`src/hw/rtl/ntc_div_cell.sv`:
```
// One restoring division step: one quotient bit per cell.
// No package dependencies.
module ntc_div_cell #(
  parameter int NUM_W = 62,
  parameter int DEN_W = 32
) (
  input  logic             clk_i,
  input  logic             en_i,
  input  logic [NUM_W-1:0] num_i,
  input  logic [DEN_W-1:0] rem_i,
  input  logic [NUM_W-1:0] quo_i,
  input  logic [DEN_W-1:0] den_i,
  output logic [NUM_W-1:0] num_o,
  output logic [DEN_W-1:0] rem_o,
  output logic [NUM_W-1:0] quo_o,
  output logic [DEN_W-1:0] den_o
);

  logic [DEN_W:0]   sh;
  logic [DEN_W:0]   diff;
  logic             ge;
  logic [NUM_W-1:0] num_q;
  logic [DEN_W-1:0] rem_q;
  logic [NUM_W-1:0] quo_q;
  logic [DEN_W-1:0] den_q;

  always_comb begin
    sh   = {rem_i, num_i[NUM_W-1]};
    ge   = sh >= {1'b0, den_i};
    diff = sh - {1'b0, den_i};
  end

  always_ff @(posedge clk_i) begin
    if (en_i) begin
      num_q <= {num_i[NUM_W-2:0], 1'b0};
      rem_q <= ge ? diff[DEN_W-1:0] : sh[DEN_W-1:0];
      quo_q <= {quo_i[NUM_W-2:0], ge};
      den_q <= den_i;
    end
  end

  assign num_o = num_q;
  assign rem_o = rem_q;
  assign quo_o = quo_q;
  assign den_o = den_q;

endmodule

```
`config.mk`:
```
export PLATFORM = sky130hd
export DESIGN_NAME = ntc_div_cell
export DESIGN_NICKNAME = d
export VERILOG_FILES = /design/src/hw/rtl/ntc_div_cell.sv
export SDC_FILE = /design/constraint.sdc
export NUM_CORES = 1
export LEC_CHECK = 0
export BUFFER_PORTS_ARGS = -buffer_cell sky130_fd_sc_hd__buf_2
export CAP_MARGIN = 20
export CORE_AREA = 2 2 145 147
export DETAILED_ROUTE_END_ITERATION = 10
export DIE_AREA = 0 0 147 149
export PLACE_DENSITY = 0.79
export SLEW_MARGIN = 20
export SYNTH_ARGS = -nofsm -noshare
export SYNTH_HDL_FRONTEND = slang
export SYNTH_SLANG_ARGS = --single-unit
export TNS_END_PERCENT = 20
```
`constraint.sdc`:
```
create_clock -name clk_i -period 7.35 [get_ports clk_i]
set_input_delay 0.3675 -clock clk_i [delete_from_list [all_inputs] [get_ports clk_i]]
set_output_delay 0.3675 -clock clk_i [all_outputs]
set_load 0.02 [all_outputs]
```
# ---- After elaboration in Yosys (flattened, before gate mapping)
# Cells that the tools add are included.
dict set report classes {
  addsub 1
  n_lt_le_gt_ge 1
  mux 1
}
# cell n
set op_table {}
lappend op_table {{$ge A33 B32 Y1} 1}
lappend op_table {{$mux W32} 1}
lappend op_table {{$sub A32 B32 Y32} 1}
dict set report totals {
  ff_bits 187
  inputBits 190
  wordCells 7
}

# ---- Longest topological paths before layout
dict set report depth {
  depth_word 2
  mapped_depth 13
  depth_no_buf 11
}

# ---- Worst setup path after synthesis
# Ideal clock, no wire load.
dict set report synth_path {
  kind {input -> register}
  start {in den_i[23]}
  end {reg rem_q[14], in the netlist rem_o[14], data pin}
  setup_ps 260
  arrival_time_ps 2459
  required_ps 7090
  setup_slack_ps 4630
  cell_stages 11
  n_path_buf 2
  path_cell_list {inv_1 -> ha_1 -> buf_6 -> and3_1 -> o21a_1 -> a311oi_2 -> o21ai_1 -> or3b_1 -> o21a_1 -> buf_6 -> mux2_4}
}
dict set report synth_via {
  elab_chain_len 2
}
# element line_no
set synth_lines {}
lappend synth_lines {{start, declared} 12} ;# input logic [DEN_W-1:0] den_i,
lappend synth_lines {{$ge A33 B32 Y1} 29} ;# ge = sh >= {1'b0, den_i};
lappend synth_lines {{$mux W32} 36} ;# rem_q <= ge ? diff[DEN_W-1:0] : sh[DEN_W-1:0];
lappend synth_lines {{end signal, assigned} 36}
lappend synth_lines {{end, declared} 23} ;# logic [DEN_W-1:0] rem_q;
# Every way passes these cells.
# A chain may end at the register's enable or synchronous reset.

# ---- Worst setup path after layout
dict set report layout_path {
  start {in den_i[2]}
  end {reg rem_q[7], in the netlist rem_o[7], data pin}
}
dict set report layout_via {
  elab_chain_len 2
  elab_cells_between_ends 3
  cone_classes {add/sub: 1; order compare: 1; mux: 1}
}
# element line_no
set layout_lines {}
lappend layout_lines {{$sub A32 B32 Y32 or $ge A33 B32 Y1 (tied branches)} {30, 29}}
lappend layout_lines {{$mux W32 *} 36}
# Mark *: on every way between the ends. The rest lies on a longest branch, timed or not.

==> impl_metrics.tcl <==
set metrics [dict create \
    grt_pass1_wl_um 30500 \
    firstDrtPassIters 5 \
    multi_input_area_um2 2048 \
    sequentialPowerShare_pct 48.0 \
    dpl_worst_slack_ns 3.758 \
    rsz0062_at_grt "no" \
    antenna_found_initial 0 \
    cp_data_arrival_time_ns 3.29 \
    p_leak_uw 0.004716 \
    power.density_nw_per_um2 257.1 \
    max-vdd-ir-drop_v 0.0001421 \
    ys_types 50 \
    synth.top_cell.area_share_pct 70.60 \
    wl_um 20740 \
    via_count 5804 \
    synth-main-ff-cell "edfxtp_1" \
    vias_per_cell 4.781 \
    worstMarginPinSlew_ns 0.9692 \
    synth.avg_cell_area_um2 14.51 \
    drc 0 \
    synthArstFlopShare_pct 0 \
    hold_buffers 0 \
    max_cap_violations 0 \
    clkTransAtPathRegs_ns 0.08 \
    cp.required_ns 7.53 \
    grt_overflow 0 \
    cts_tree "yes" \
    worstSetupPathType "in2reg" \
    slew_headroom_pct 35.38 \
    cts_buffers 17 \
    dieHeight_um 149 \
    fin_cells 1214 \
    ys_top_cells_by_area "edfxtp_1 (71%), ha_1 (5.0%), a21oi_1 (3.4%), inv_1 (2.2%), xnor2_1 (1.8%)" \
    hold_path_class "in2reg" \
    switchingPower_uw 796.7 \
    grt_max_degree 111 \
    grt_pass1_vias 5759 \
    drive_gt1_share_pct 45.05 \
    status "completed" \
    port_buffers 375 \
    diodes 0 \
    clock_path_buffers 2 \
    dp.cells 1182 \
    syn_to_final_growth_pct 34.04 \
    switching_share_pct 29.07 \
    htreeDepth 4 \
    ant_nets 0 \
    setup_viol 0 \
    num_rows 53 \
    p_total_uw 2741 \
    min-delay-start "quo_i[3]" \
    post_cts_resized 0 \
    period_minus_slack_ns 3.108 \
    drt_iter0_drc 264 \
    fmax_mhz 321.8 \
    synth_common_cells "edfxtp_1 (187), a21oi_1 (54), inv_1 (46)" \
    yosysMostFrequentCell "edfxtp_1" \
    p_clk_share_pct 32.5 \
    finalSetupTns_ns 0 \
    routedWlPerCell_um 17.08 \
    n_fill_cell 1778 \
    seqCellArea_um2 5615 \
    dieArea_um2 21900 \
    postLayoutSetupSlackWorst_ns 4.242 \
    ys_ff_latch 187 \
    syn_area_um2 7954 \
    place_area_um2 10080 \
    finalHoldViolCount 0 \
    end_kind "flip-flop" \
    core_um2 20560 \
    startpoint_type "primary input" \
    crit_fanout 41 \
    die_w_um 147 \
    finalCritPeriodShare_pct 42.28 \
    synth-edff-count 187 \
    drv_slew 0 \
    postCtsSetupBuffers 0 \
    p_int_uw 1944 \
    startpoint "den_i[2]" \
    ctsRootBufferMaster "clkbuf_16" \
    yosys_warnings 0 \
    ios 378 \
    initial_core_util_pct 38.69 \
    nNetsFinal 1149 \
    globalRouteTotalUtil_pct 18.28 \
    design_area_um2 10660 \
    ys_seq_area_share_pct 70.60 \
    hpwl_um 16290 \
    synthCells 548 \
    gp_congestion 0.8382 \
    combPwrFrac_pct 19.5 \
    synthesis.nets 771 \
    post-synth-top-area-cell "edfxtp_1" \
    cts.sinks 187 \
]
-- cell type report --
class	count	area share [%]
tap	275	3.227
timing repair buffer	377	17.83
clock inverter	14	1.420
inverter	46	1.620
multi-input combinational	297	19.21
clock buffer	18	4.025
sequential	187	52.67
-- layer usage --
layer | track usage (%) | vias to the layer above | wire, um
met5 | 0 | - | 0
met4 | 5.769 | 0 | 358
met3 | 5.107 | 25 | 1397
met2 | 32.54 | 230 | 10690
met1 | 21.58 | 2753 | 8292
li1 | - | 2796 | -
-- path summary, 6_finish.rpt --
| path | end | slack [ns] | cells after the start |
|---|---|---|---|
| hold / removal | quo_o[4] | 0.11 | 1 |
| setup / recovery | rem_o[7] | 4.24 | 11 |
-- per-stage QoR --
stage / util (%) / hold WS [ns]
floorplan: - / 0.4664
global placement: 49.04 / 0.5439
detailed placement: 49.04 / 0.5456
CTS: 51.86 / 0.08778
global route: 51.86 / 0.08463
finish: 51.86 / 0.1075
-- layout by cell type, fill, tap and decap left out, drive strengths merged, types with 16 or more instances in the layout --
master	Yosys	routed
a21oi	55	55
clkbuf	6	19
o21ai	21	21
nand2	24	24
inv	46	53
ha	32	32
edfxtp	187	187
nor2	37	37
buf	12	376
xnor2	16	16
-- kinds of logic after synthesis --
family                   Yosys count  synth area share [%]
multiplexers                      10                 1.762
adder cells (fa/ha/maj)           33                 5.285
AO/OA/AOI/OAI                    120                 9.203
XOR/XNOR                          26                 2.863
other                              1               0.04715
flip-flops                       187                 70.60
AND/OR/NAND/NOR                  107                 6.576
buffers and inverters             64                 3.665
-- worst max-delay path, cell delays in order --
cell and delay [ns]:
buf_2 0.11, inv_1 0.05, ha_1 0.36, o21ai_0 0.11, a21oi_1 0.32, a2111oi_0 0.18
nor2_1 0.37, a21o_1 0.20, o21a_2 0.37, buf_4 0.46, mux2_4 0.33
-- sequential cells by signal, indices dropped and copies added, names as in the netlist --
signal,cells
den_o,32
num_o,61
quo_o,62
rem_o,32
-- power by group through the flow --
stage | combinational, uW | sequential (uW) | clock (uW)
3_5_place_dp | 535 | 1340 | 0
6_report | 534 | 1320 | 892
4_1_cts | 537 | 1320 | 915
5_1_grt | 577 | 1320 | 955
2_1_floorplan | 189 | 1470 | 0
3_3_place_gp | 527 | 1330 | 0
No activity file was read; power rests on OpenSTA's default activity.
