### src/hw/rtl/ntc_pkg.sv
// Shared constants, types and helper functions for the NTC temperature block.
// No dependencies.
package ntc_pkg;

  localparam int SIG_W     = 15;
  localparam int TEMP_W    = 16;
  localparam int BETA_W    = 16;
  localparam int RES_W     = 20;
  localparam int CFG_W     = 20;
  localparam int CFG_IDX_W = 2;

  localparam logic [CFG_IDX_W-1:0] CFG_BETA     = 2'd0;
  localparam logic [CFG_IDX_W-1:0] CFG_NOM_TEMP = 2'd1;
  localparam logic [CFG_IDX_W-1:0] CFG_SERIES   = 2'd2;
  localparam logic [CFG_IDX_W-1:0] CFG_NOM_RES  = 2'd3;

  localparam logic [BETA_W-1:0] BETA_RST     = 16'd3950;
  localparam logic [TEMP_W-1:0] NOM_TEMP_RST = 16'd6400;
  localparam logic [RES_W-1:0]  SERIES_RST   = 20'd10000;
  localparam logic [RES_W-1:0]  NOM_RES_RST  = 20'd10000;

  localparam int FRAC_BITS_DEF = 8;

  // Resistance products, log2 and the ln2 scaling
  localparam int XY_W     = SIG_W + RES_W;
  localparam int POS_W    = 6;
  localparam int MANT_W   = 32;
  localparam int LOG_FRAC = 24;
  localparam int LOG_W    = POS_W + LOG_FRAC;
  localparam logic [31:0] LN2_Q32 = 32'd2977044472;
  localparam int PROD_W   = 62;
  localparam int DEN1_W   = 32;
  localparam int TERM_W   = 46;

  typedef struct packed {
    logic valid;
    logic invalid;
    logic flag;
  } ntc_side_t;

  // Position of the leading one.
  function automatic logic [POS_W-1:0] lead_pos(input logic [XY_W-1:0] x);
    logic [POS_W-1:0] p;
    p = '0;
    for (int i = 0; i < XY_W; i++) begin
      if (x[i]) p = POS_W'(i);
    end
    return p;
  endfunction

  // Align the leading one to bit MANT_W-1 (Q31 mantissa), truncating.
  function automatic logic [MANT_W-1:0] mant_norm(input logic [XY_W-1:0] x,
                                                  input logic [POS_W-1:0] pos);
    logic [XY_W+MANT_W-1:0] w;
    w = (XY_W+MANT_W)'(x);
    if (pos <= POS_W'(MANT_W-1)) begin
      w = w << (POS_W'(MANT_W-1) - pos);
    end else begin
      w = w >> (pos - POS_W'(MANT_W-1));
    end
    return w[MANT_W-1:0];
  endfunction

endpackage

### src/hw/rtl/ntc_log_cell.sv
// One squaring step of the log2 fraction chain.
// Depends on ntc_pkg.
module ntc_log_cell import ntc_pkg::*; (
  input  logic                clk_i,
  input  logic                en_i,
  input  logic [MANT_W-1:0]   m_i,
  input  logic [LOG_FRAC-1:0] frac_i,
  output logic [MANT_W-1:0]   m_o,
  output logic [LOG_FRAC-1:0] frac_o
);

  logic [2*MANT_W-1:0] sq;
  logic [MANT_W:0]     sh;
  logic [MANT_W-1:0]   m_d;
  logic                bit_d;
  logic [MANT_W-1:0]   m_q;
  logic [LOG_FRAC-1:0] frac_q;

  always_comb begin
    sq    = m_i * m_i;
    sh    = sq[2*MANT_W-1:MANT_W-1];
    bit_d = sh[MANT_W];
    m_d   = bit_d ? sh[MANT_W:1] : sh[MANT_W-1:0];
  end

  always_ff @(posedge clk_i) begin
    if (en_i) begin
      m_q    <= m_d;
      frac_q <= {frac_i[LOG_FRAC-2:0], bit_d};
    end
  end

  assign m_o    = m_q;
  assign frac_o = frac_q;

endmodule

### config.mk
export PLATFORM = sky130hd
export DESIGN_NAME = ntc_log_cell
export DESIGN_NICKNAME = d
export VERILOG_FILES = /design/src/hw/rtl/ntc_pkg.sv /design/src/hw/rtl/ntc_log_cell.sv
export SDC_FILE = /design/constraint.sdc
export NUM_CORES = 2
export LEC_CHECK = 0
export ABC_AREA = 1
export BUFFER_PORTS_ARGS = -buffer_cell sky130_fd_sc_hd__buf_2
export CORE_AREA = 2 2 197 295
export CTS_BUF_LIST = sky130_fd_sc_hd__clkbuf_8
export DETAILED_ROUTE_END_ITERATION = 8
export DIE_AREA = 0 0 199 297
export GPL_TIMING_DRIVEN = 0
export PLACE_DENSITY = 0.79
export SLEW_MARGIN = 0
export SYNTH_ARGS = -nofsm -noshare
export SYNTH_HDL_FRONTEND = slang
export SYNTH_SLANG_ARGS = --single-unit
### constraint.sdc
create_clock -name clk_i -period 6.64 [get_ports clk_i]
set_clock_uncertainty 0.1 [all_clocks]
set_input_delay 0.332 -clock clk_i [delete_from_list [all_inputs] [get_ports clk_i]]
set_output_delay 0.332 -clock clk_i [all_outputs]
set_load 0.02 [all_outputs]
---- Word-level counts from Yosys, hierarchy flattened ----
Index checks and enable logic that the tools add are counted.
cells by class
  multiply operators ...................... 1
  multiplexer cells ....................... 1
operator list
  operator          number
  $mul A32 B32 Y64  1
  $mux W31          1
storage, ports and cells
  bits in registers ....................... 56
  logic and storage cells ................. 5

---- Longest topological paths before layout ----
  depth after elaboration ................. 2
  mapped depth ............................ 36

---- Worst setup path after synthesis ----
No wires, ideal clock.
  path type ............................... input -> register
  start ................................... input m_i[12]
  end ..................................... register m_q[20] (netlist: m_o[20]), data pin
  library setup time ...................... 252 ps
  arrival ................................. 6758 ps
  setup slack ............................. -471 ps
  stages on the path ...................... 30
  buffers on the path ..................... 4
  cell sequence ........................... clkbuf_1 -> clkbuf_1 -> clkbuf_1 -> nand2_1 -> fa_1 -> inv_1 -> fa_1 -> fa_1 -> inv_1 -> fa_1 -> inv_1 -> fa_1 -> inv_1 -> fa_1 -> inv_1 -> fa_1 -> fa_1 -> ha_1 -> nand2_1 -> nor2_1 -> nand2_1 -> nor2_1 -> nand2_1 -> nand2_1 -> nand2_2 -> nand3_1 -> nand2_4 -> buf_4 -> nand2_1 -> nand2_1
on the way
  cells in the longest elaborated chain, start to end .. 2
ends and longest elaborated chain
  item                  RTL line            RTL
  start, declared       ntc_log_cell.sv:6   input logic [MANT_W-1:0] m_i,
  $mul A32 B32 Y64      ntc_log_cell.sv:20  sq = m_i * m_i;
  $mux W31              ntc_log_cell.sv:23  m_d = bit_d ? sh[MANT_W:1] : sh[MANT_W-1:0];
  named net m_d[20]     ntc_log_cell.sv:14  logic [MANT_W-1:0] m_d;
  end signal, assigned  ntc_log_cell.sv:28  m_q <= m_d;
  end, declared         ntc_log_cell.sv:16  logic [MANT_W-1:0] m_q;
The timed path passes the listed nets, and every way through them passes these cells.
A chain may end at the register's enable or synchronous reset.

---- Final worst setup path ----
  start ................................... input m_i[0]
  end ..................................... register m_q[28] (netlist: m_o[28]), data pin
The elaborated chain is that of the path after synthesis.

==> reports/metrics.cfg <==
[clock_tree]
cts_bufs_inserted=5
ctsLongestPathBuffers=2
clk_transition_reported_paths_ns=0.10
tritoncts=yes
clock_sink_count=56
cts.root.buffer_cell=clkbuf_8
cts.htree.levels=2
cts.hold.buffers_added=0

[job]
max-cap-violations=0

[place]
dpl-instance-area_mm2=0.03535
place.gp.congestion=1.042
detailedPlacementHpwl_um=90960
io_buffers=109

[logic_synthesis]
async_flop_share=0
dominant_cell_by_count_in_the_synthesized_netlist=inv_1
yosysUniqueCellTypes=34
post_synthesis_sequential_area_ratio=0.05005
mappedNetlistArea_mm2=0.03360
postSynthAreaPerCell_um2=7.956
synth_edf_count=56
synthesis.instances=4223
synth_largest_area_cell=fa_1
yosys.area.top_type_share=0.4713
total_nets_after_synthesis=5372
ys_warn_count=0
ys.flop_type=edfxtp_1
ys_top_cells_by_count=inv_1 (1447), nand2_1 (1118), fa_1 (791)
synth_top_cells_by_area=fa_1 (47%), inv_1 (16%), nand2_1 (12%)
yosys_reg_bits=56

[timing]
min_period_ns=6.964
headroom_to_the_max_slew_limit=0.1989
hold_viol=0
final.setup.worst_slack_ns=-0.3243
tightestPinTransition_ns=1.202
fin_crit_sh=1.049
unrepaired_setup_endpoints_after_global_routing=true
max_freq_mhz=143.6
report.final.slew_viol_count=0
setup-violations-final=33
minimum_hold_slack_ns=0.08399

[finish]
combined_area_of_the_multi_input_logic_cells_mm2=0.02778
layout-drive-gt1-share=0.1847
fin_area_mm2=0.04028
final_net_count=5652
fillCellCount=4219
seqCellArea_mm2=0.001682
synthToLayoutAreaGrowth_pct=19.89

[setup_path]
crit_type=in2reg
critPathLaunchType=input pin
cpPeakStageDelay_ns=0.67
worst-endpoint-arrival_ns=6.93
crit_buf_inv=6
type_of_destination_of_the_critical_path=register
worst_path_max_delay_cell=buf_1
startpoint=m_i[0]
critical_path_required_ns=6.61
critPathTopFamily=adder cells
largest_fanout_on_the_critical_path=10
crit_path_frequent_cell=nand2_2

[floorplan]
die_height_um=297
fp.dieArea_mm2=0.05910
floorplan.initialDensity=0.5933
core_mm2=0.05663
io-pin-count=114
die_width_um=199
floorplan.rows=107

[route]
viasPerCell=5.454
wirelength_routed_um=120300
route.detailed.drc=0
routedWlPerCell_um=22.84
drt.antenna.violating_nets=0
drt_iter0_drc=2567
dr_total_vias=28740
dr.pass1.iters=7

[global_routing]
gr-total-overflow=0
first_global_vias=31300
antenna_violations_before_repair=9
grt_start_max_net_pins=57
grt_pass1_wl_um=179500
groute.usage.overall=0.4216

[outcome]
violations=setup timing
status=finished, violations left

[hold_path]
worst_hold_startpoint=frac_i[21]
hold_class=in2reg

==> cell usage in the layout, fill, tap and decap left out, drive strengths merged, types with 56 or more instances in the layout <==
| cell | Yosys | layout |
|---|---|---|
| ha | 300 | 300 |
| clkbuf | 87 | 78 |
| nand2 | 1126 | 1126 |
| nand3 | 71 | 71 |
| edfxtp | 56 | 56 |
| fa | 791 | 791 |
| buf | 22 | 309 |
| inv | 1447 | 1447 |
| a21oi | 61 | 61 |
| nor2 | 111 | 111 |
==> state kept, by name, summed over array words and instances (netlist names) <==
signal,flops
m_o,32
frac_o,24
==> stage by stage <==
stage	setup TNS (ns)	setup WS, ns	util	instances
6_report	-9.498	-0.3243	0.7113	5270
5_1_grt	-14.05	-0.4693	0.7112	5267
4_1_cts	-3.719	-0.1602	0.6852	5199
3_5_place_dp	-59.73	-1.883	0.6242	5095
3_3_place_gp	-58.15	-1.827	0.6242	5095
2_1_floorplan	0	0.002640	-	4223
==> worst paths after layout <==
| path | to | depth (start not counted) |
|---|---|---|
| worst max-delay path | m_o[28] | 30 |
| worst min-delay path | frac_o[22] | 1 |
==> layout make-up <==
class	count	share of cell area
Clock inverter	3	0.0004659
Multi-Input combinational cell	2609	0.6897
Timing Repair Buffer	275	0.05684
Sequential cell	56	0.04175
Buffer	107	0.05050
Tap cell	763	0.02370
Antenna cell	3	0.0001864
Inverter	1449	0.1352
Clock buffer	5	0.001708
==> logic make-up after synthesis <==
| kind of cell | synth area share |
|---|---|
| xor gates and xnor gates | 0.01277 |
| DFF | 0.05005 |
| adders and majority gates | 0.5830 |
| and+or+nand+nor | 0.1592 |
| AOI/OAI and AO/OA | 0.01992 |
| buffers and inverters | 0.1751 |
==> repair_timing <==
item                       CTS  global route
pin swaps                  140           160
buffers inserted            93            63
cloned                       5             6
resized for setup          622           285
setup endpoints to repair   33            33
==> routing by layer <==
layer	vias up	routed length [µm]	track usage
li1	12340	-	-
met1	13830	35910	0.4364
met2	1734	55230	0.6676
met3	825	14390	0.1532
met4	10	14710	0.3719
met5	-	107	0.001684
Power is not shown: default switching activity piles up to over one toggle a cycle in this logic, so the estimate is an artifact.
